**config.mk**
```make
export PLATFORM = sky130hd
export DESIGN_NAME = otcw_sequencer
export DESIGN_NICKNAME = d
export VERILOG_FILES = /design/src/hdl/otcw_pkg.sv /design/src/hdl/otcw_sequencer.sv
export SDC_FILE = /design/constraint.sdc
export NUM_CORES = 1
export LEC_CHECK = 0
export CORE_ASPECT_RATIO = 1.25
export CORE_MARGIN = 2
export CORE_UTILIZATION = 35
export CTS_CLUSTER_SIZE = 16
export DETAILED_ROUTE_END_ITERATION = 10
export DONT_BUFFER_PORTS = 1
export HOLD_SLACK_MARGIN = 0.03
export PLACE_DENSITY = 0.54
export SLEW_MARGIN = 15
export SYNTH_ARGS = -nofsm -noshare
export SYNTH_HDL_FRONTEND = slang
export SYNTH_SLANG_ARGS = --single-unit
```
**constraint.sdc**
```tcl
create_clock -name clock -period 5.7 [get_ports clock]
set_input_delay 1.71 -clock clock [delete_from_list [all_inputs] [get_ports clock]]
set_output_delay 1.71 -clock clock [all_outputs]
set_load 0.005 [all_outputs]
```
**src/hdl/otcw_pkg.sv**
```systemverilog
// Shared types and constants of the OLED text cell writer.
package otcw_pkg;

   typedef enum logic [1:0] {
      MODE_LOAD        = 2'd0,
      MODE_DRAW_CELL   = 2'd1,
      MODE_DRAW_CURSOR = 2'd2,
      MODE_CLEAR       = 2'd3
   } mode_type;

   typedef enum logic {
      ST_IDLE = 1'b0,
      ST_RUN  = 1'b1
   } state_type;

   // last member sits in the lowest bits, matching the req_tdata layout
   typedef struct packed {
      logic [7:0]  font_byte;
      logic [10:0] font_address;
      logic [7:0]  character_code;
      logic [3:0]  cell_column;
      logic [1:0]  cell_row;
      mode_type    mode;
   } req_item_type;

   // one output word in flight between sequencer and output register
   typedef struct packed {
      logic       valid;
      logic       is_data;
      logic       blank;
      logic       last;
      logic [7:0] cmd_byte;
   } beat_type;

   localparam int          STEP_W       = 5;
   localparam int          CELL_RESULTS = 22;
   localparam int          HALF_RESULTS = 11;
   localparam int          POS_CMDS     = 3;
   localparam int          FIRST_CODE   = 32;
   localparam int          GLYPH_BYTES  = 16;
   localparam int          REQ_BITS     = 35;
   localparam logic [7:0]  PAGE_CMD     = 8'hB0;
   localparam logic [7:0]  COL_HIGH_CMD = 8'h10;

endpackage

```
**src/hdl/otcw_sequencer.sv**
```systemverilog
// Cell sequencer: takes draw requests, keeps the cursor, steps through the 22 words.
module otcw_sequencer #(
   parameter int GLYPH_COUNT  = 96,
   parameter int TEXT_COLUMNS = 16,
   parameter int TEXT_ROWS    = 4,
   parameter int GLYPH_W      = 7
) (
   input  logic                     clock,
   input  logic                     reset,
   input  logic                     req_tvalid,
   input  otcw_pkg::req_item_type   req,
   input  logic                     advance,
   output logic                     req_tready,
   output otcw_pkg::beat_type       beat,
   output logic [GLYPH_W+3:0]       rd_addr
);

   otcw_pkg::state_type state_ff, state_in;
   logic [otcw_pkg::STEP_W-1:0] step_ff, step_in;
   logic [1:0]         cursor_row_ff, cursor_row_in;
   logic [3:0]         cursor_column_ff, cursor_column_in;
   logic [1:0]         row_ff;
   logic [3:0]         column_ff;
   logic [GLYPH_W-1:0] glyph_ff;
   logic               blank_ff;

   logic [1:0] row_fold [4];
   logic [3:0] col_fold [16];

   logic       accept, draw, run, last_step;
   logic [1:0] row_eff;
   logic [3:0] col_eff;
   logic [4:0] col_plus;
   logic [2:0] row_plus;
   logic [7:0] code_off;
   logic       has_glyph;
   logic       upper;
   logic [3:0] sub_step;
   logic [2:0] page;
   logic [2:0] byte_idx;

   // out-of-grid cells fold back by a constant table
   genvar v;
   generate
      for (v = 0; v < 4; v++) begin : g_row_fold
         assign row_fold[v] = 2'(v % TEXT_ROWS);
      end
      for (v = 0; v < 16; v++) begin : g_col_fold
         assign col_fold[v] = 4'(v % TEXT_COLUMNS);
      end
   endgenerate

   assign accept = req_tvalid && req_tready;
   assign draw   = accept && (req.mode != otcw_pkg::MODE_LOAD);

   always_comb begin
      if (req.mode == otcw_pkg::MODE_DRAW_CURSOR) begin
         row_eff = cursor_row_ff;
         col_eff = cursor_column_ff;
      end else begin
         row_eff = row_fold[req.cell_row];
         col_eff = col_fold[req.cell_column];
      end
   end

   assign code_off  = req.character_code - 8'(otcw_pkg::FIRST_CODE);
   assign has_glyph = (req.character_code >= 8'(otcw_pkg::FIRST_CODE))
                      && ({1'b0, code_off} < 9'(GLYPH_COUNT));

   assign col_plus = {1'b0, col_eff} + 5'd1;
   assign row_plus = {1'b0, row_eff} + 3'd1;

   // cursor moves past the drawn cell; clear leaves it alone
   always_comb begin
      cursor_row_in    = cursor_row_ff;
      cursor_column_in = cursor_column_ff;
      if (draw && (req.mode != otcw_pkg::MODE_CLEAR)) begin
         if (col_plus >= 5'(TEXT_COLUMNS)) begin
            cursor_column_in = '0;
            cursor_row_in    = (row_plus >= 3'(TEXT_ROWS)) ? 2'd0 : row_plus[1:0];
         end else begin
            cursor_column_in = col_plus[3:0];
            cursor_row_in    = row_eff;
         end
      end
   end

   assign last_step = (step_ff == otcw_pkg::STEP_W'(otcw_pkg::CELL_RESULTS - 1));

   // next state
   always_comb begin
      state_in = state_ff;
      unique case (state_ff)
         otcw_pkg::ST_IDLE: begin
            if (draw) begin
               state_in = otcw_pkg::ST_RUN;
            end
         end
         otcw_pkg::ST_RUN: begin
            if (advance && last_step) begin
               state_in = otcw_pkg::ST_IDLE;
            end
         end
         default: state_in = otcw_pkg::ST_IDLE;
      endcase
   end

   // outputs of the state machine
   always_comb begin
      unique case (state_ff)
         otcw_pkg::ST_IDLE: begin
            req_tready = 1'b1;
            run        = 1'b0;
         end
         otcw_pkg::ST_RUN: begin
            req_tready = 1'b0;
            run        = 1'b1;
         end
         default: begin
            req_tready = 1'b0;
            run        = 1'b0;
         end
      endcase
   end

   always_comb begin
      step_in = step_ff;
      if (draw) begin
         step_in = '0;
      end else if (run && advance) begin
         step_in = step_ff + otcw_pkg::STEP_W'(1);
      end
   end

   // word decode: three position commands then eight glyph bytes, twice
   assign upper    = (step_ff < otcw_pkg::STEP_W'(otcw_pkg::HALF_RESULTS));
   assign sub_step = upper ? step_ff[3:0]
                           : 4'(step_ff - otcw_pkg::STEP_W'(otcw_pkg::HALF_RESULTS));
   assign page     = {row_ff, ~upper};
   assign byte_idx = 3'(sub_step - 4'(otcw_pkg::POS_CMDS));

   always_comb begin
      beat.valid   = run;
      beat.is_data = (sub_step >= 4'(otcw_pkg::POS_CMDS));
      beat.blank   = blank_ff;
      beat.last    = last_step;
      priority case (sub_step)
         4'd0:    beat.cmd_byte = otcw_pkg::PAGE_CMD | {5'd0, page};
         4'd1:    beat.cmd_byte = {4'd0, column_ff[0], 3'd0};
         4'd2:    beat.cmd_byte = otcw_pkg::COL_HIGH_CMD | {5'd0, column_ff[3:1]};
         default: beat.cmd_byte = '0;
      endcase
   end

   assign rd_addr = {glyph_ff, ~upper, byte_idx};

   always_ff @(posedge clock) begin
      if (reset) begin
         state_ff         <= otcw_pkg::ST_IDLE;
         step_ff          <= '0;
         cursor_row_ff    <= '0;
         cursor_column_ff <= '0;
      end else begin
         state_ff         <= state_in;
         step_ff          <= step_in;
         cursor_row_ff    <= cursor_row_in;
         cursor_column_ff <= cursor_column_in;
      end
   end

   always_ff @(posedge clock) begin
      if (draw) begin
         row_ff    <= row_eff;
         column_ff <= col_eff;
         glyph_ff  <= code_off[GLYPH_W-1:0];
         blank_ff  <= (req.mode == otcw_pkg::MODE_CLEAR) || !has_glyph;
      end
   end

endmodule
```
After elaboration in Yosys (flattened, before gate mapping) --
Memories as Yosys holds them, arrays and structs flattened. Cells that the tools add are included.
Operators by class: add/sub/neg operators 6, order comparisons 8, equality and inequality tests 6, multiplexer cells 17, bitwise gates (word level) 4, reductions and logical operators 11
Operator list (number):
- case mux 8 bit (3 select lines) | 1
- two-way mux 4 bit | 5
- greater-or-equal comparator 5 bit, second input constant | 2
- two-way mux 2 bit | 5
- greater-or-equal comparator 8 x 6 -> 1 bit, second input constant | 1
- less-than comparator 8 x 7 -> 1 bit, second input constant | 1
- subtractor 8 x 6 -> 8 bit, second input constant | 1
- greater-or-equal comparator 3 bit, second input constant | 2
- logical AND 1 bit | 6
- case mux 1 bit (2 select lines) | 3
- adder 4 x 1 -> 5 bit, second input constant | 1
- adder 5 x 1 -> 5 bit, second input constant | 1
- equality test 5 bit, second input constant | 1
- less-than comparator 5 x 4 -> 1 bit, second input constant | 1
- inverter 4 -> 5 bit | 1
- binary-select mux 2 bit (select 2 bit) | 1
- equality test 2 bit, second input constant | 2
- equality test 4 x 1 -> 1 bit, second input constant | 1
- equality test 4 x 2 -> 1 bit, second input constant | 1
- greater-or-equal comparator 4 x 2 -> 1 bit, second input constant | 1
- logical NOT 4 bit | 1
- subtractor 4 bit, second input constant | 1
- adder 2 x 1 -> 3 bit, second input constant | 1
- inverter 2 -> 3 bit | 1
- other kinds (8) | 10
Storage, ports and cells: flip-flop bits (word level) 26, bits in read-only memories 64, input bits 39, output and inout port bits 24, logic and storage cells 61, memories 1
Memory list:
- (no name shown) | depth 16, bits a word 4, read ports 1, clocked after Yosys merged registers in 0, write ports 0, line otcw_sequencer.sv:62 | col_eff = col_fold[req.cell_column];

Logic depth before layout (Yosys ltp) --
depth after elaboration 9, gate-level depth with buffers 9, gate-level depth less buffers 8

Worst setup path before layout --
Ideal clock, no wire load.
path kind reg-to-output, start point register step_ff[2] (netlist bit), end point output beat[7] (netlist bit), arrival 1736 ps, required time 3990 ps, setup slack 2254 ps, cell stages (with the launch flop) 9, path buffers 2, cells stage by stage dfxtp_1 -> clkbuf_1 -> a21o_1 -> a21o_1 -> xor2_1 -> inv_1 -> ha_1 -> and2_1 -> buf_4
RTL lines:
- from (decl) | line otcw_sequencer.sv:19 | logic [otcw_pkg::STEP_W-1:0] step_ff, step_in;
- from (signal assigned) | line otcw_sequencer.sv:165 | step_ff <= step_in;
- to (decl) | line otcw_sequencer.sv:14 | output otcw_pkg::beat_type beat,

==> reports/results.ini <==
[clock_network]
clk_pin_slew_worst_paths_ps=90
tritoncts.num_buffers=3
cts_max_level=1
cts_tree=built
post_cts.repair.setup_buffers=0
cts_hold_buf=0
max-clock-path-buffers=2
cts_root_buffer=clkbuf_8
clock-sinks=26
worst_skew_pair_later_pin_latency_ps=260
post_cts_resized=0

[worst_setup_path]
critical-path-max-stage-delay_ps=490
cp.required_ps=3990
crit-reg2reg-launch=cursor_column_ff[0]
r2r_path_end=cursor_row_ff[0]
r2r_setup_slack_ps=4000
endpoint_kind=primary output
crit_chain=a21o_1, a21o_1, xor2_1, inv_1, ha_1, a22oi_1, nor2_1
start_kind=register
critical_path.slowest_cell=dfxtp_1
timing.critical_path.mode_cell=a21o_1
reg2reg_depth=6
critPathMaxFanout=7
criticalPathCategory=register to primary output
path_buf_inv=1
crit_path_arrival_time_ps=2140
crit_family=compound AO/OA/AOI/OAI gates

[final_layout]
final_layout_size_suffix_gt1_share_pct=8.03
layout_common_cells=nor2_1, edfxtp_1, dfxtp_1, nand2_1, ha_1
fin_area_mm2=0.00153
flow.area_growth_from_synthesis_pct=2.94
layout.cells.most_common=nor2_1
layout.core_utilization_pct=37.4
nNetsFinal=186
finalNonFillerCells=193
antenna-diode-count=0

[grt]
first_global_vias=1019
grt_pass1_wl_mm=4.93
grt_start_max_net_pins=16
grt_remaining_overflow=0
gr-usage-all-layers_pct=12.8
antenna_found_initial=0

[pwr]
fin_total_pwr_mw=0.363
leakage_power_total_nw=0.616
vdd_ir_drop_max_v=0.0000912
cellPowerDensity_mw_per_mm2=237

[sta]
setup_total_negative_slack_ps=0
timing.final.hold_violations=0
drv_slew=0
fin_crit_ps=3850
worst_pin_slew_ps=566
final.setup_skew_ps=4.56
final-setup-viol-count=0
postLayoutSetupSlackWorst_ps=1850
final.hold.worst_slack_ps=479
fmax_mhz=260
layout_worst_path_cycle_share_pct=67.5
worst_slew_margin_relative_to_its_limit_pct=62.3
rsz0062_at_grt=false

[logic_synthesis]
number_of_enable_flip_flop_cells_after_synthesis=14
yosysWarnings=0
ys_seq_elements=26
synth.distinct_cells=41
synthesis.area_per_instance_um2=10.3
syn_nets=192
postSynth.topFlopCell=edfxtp_1
synthesis.area_mm2=0.00149
post_synthesis_cell_count=144
yosysSeqAreaShare_pct=44.4
postSynth.asyncResetShare_pct=0

[floorplanning]
die_area_mm2=0.00479
die-height_um=76.9
num_rows=26
die_w_um=62.3
ios=63
initial_core_util_pct=36.3
area_of_the_core_region_mm2=0.00410

[placed_design]
placement.io_buffers=0
place_congestion=0.733
numPlacedInstances=189
place_hpwl_mm=2.26
dpl-instance-area_mm2=0.00149
detailedPlace.worstSlack_ps=2020

[drt]
drt_first_pass_iters=4
via_count=988
postRouteWirelength_mm=2.84
wire_length_per_cell_after_detailed_routing_um=14.7
viasPerCell=5.12
drtAntennaViolNets=0
drc_errors=0
detailedRoute.firstIterationViolations=73

[worst_hold_path]
min_to=cursor_row_ff[0]
hold_path.startpoint=cursor_row_ff[0]
min_path_cells=2
worst_hold_path_type=register to register

[run_status]
result_of_the_run=completed

[run]
max_cap_violations=0

[synthesized netlist by cell type, types with 2 or more instances]
| library cell | count | area (um2) |
|---|---|---|
| and2_1 | 2 | 12.5 |
| a221oi_1 | 2 | 17.5 |
| nand2b_1 | 2 | 12.5 |
| o21ai_0 | 3 | 15.0 |
| ha_1 | 9 | 113 |
| xor2_1 | 8 | 70.1 |
| dfxtp_1 | 12 | 240 |
| buf_4 | 6 | 45.0 |
| nand2_1 | 11 | 41.3 |
| nand4_1 | 4 | 25.0 |
| a21oi_1 | 5 | 25.0 |
| a21o_1 | 2 | 15.0 |
| nor2_1 | 16 | 60.1 |
| a211oi_1 | 2 | 15.0 |
| edfxtp_1 | 14 | 420 |
| xnor2_1 | 2 | 17.5 |
| inv_1 | 7 | 26.3 |
| a22oi_1 | 3 | 22.5 |
| clkbuf_1 | 4 | 15.0 |
| mux2i_1 | 5 | 50.1 |
| mux2_2 | 5 | 56.3 |
[registers in the layout, summed over array words and instances (netlist names)]
signal and cells:
row_ff 2, step_ff 5, state_ff 1, cursor_column_ff 4, cursor_row_ff 2, column_ff 4
glyph_ff 7, blank_ff 1
[final cells by class]
type	instances	area (um2)
fill	422	2570
multi-input combinational	100	731
sequential	26	661
tap	56	70.1
clock buffer	4	45.0
inverter	7	26.3
[routing by layer]
layer | vias up | global-route usage [%] | share of wire (%)
li1 | 490 | - | -
met1 | 474 | 14.7 | 41
met2 | 22 | 22.5 | 52
met3 | 2 | 3.08 | 5.3
met4 | 0 | 6.00 | 1.0
met5 | - | 0 | 0
[worst min-delay path: cells and delay by family, from the launching register on]
kind / cells / cell delay [ps]
AOI/OAI and AO/OA: 1 / 50
DFF: 1 / 330
and+or+nand+nor: 1 / 60
[where the power goes]
part / switching [mW] / total [mW] / internal, mW
logic: 0.0254 / 0.0436 / 0.0182
registers: 0.00653 / 0.216 / 0.209
clock network: 0.0539 / 0.104 / 0.0499
total: 0.0858 / 0.363 / 0.277
[worst max path at each step]
stage,from,to,cells after the start
floorplan,step_ff[2],beat[7],8
global placement,req[0],cursor_row_ff[0],7
detailed placement,req[0],cursor_row_ff[0],7
CTS,step_ff[0],beat[1],7
global route,step_ff[2],beat[1],7
finish,step_ff[0],beat[1],7
[cells by family (layout without fill, tap and decap cells)]
| group | after synthesis | count (layout) | share of synthesized area (%) |
|---|---|---|---|
| buffers and inverters | 18 | 11 | 6.55 |
| xor gates and xnor gates | 10 | 10 | 5.88 |
| DFF | 26 | 26 | 44.4 |
| other | 1 | 1 | 0.252 |
| and+or+nand+nor | 44 | 44 | 14.5 |
| AOI/OAI and AO/OA | 24 | 24 | 11.3 |
| muxes | 12 | 12 | 9.66 |
| adders and majority gates | 9 | 9 | 7.56 |
No activity file was read; power rests on OpenSTA's default activity.
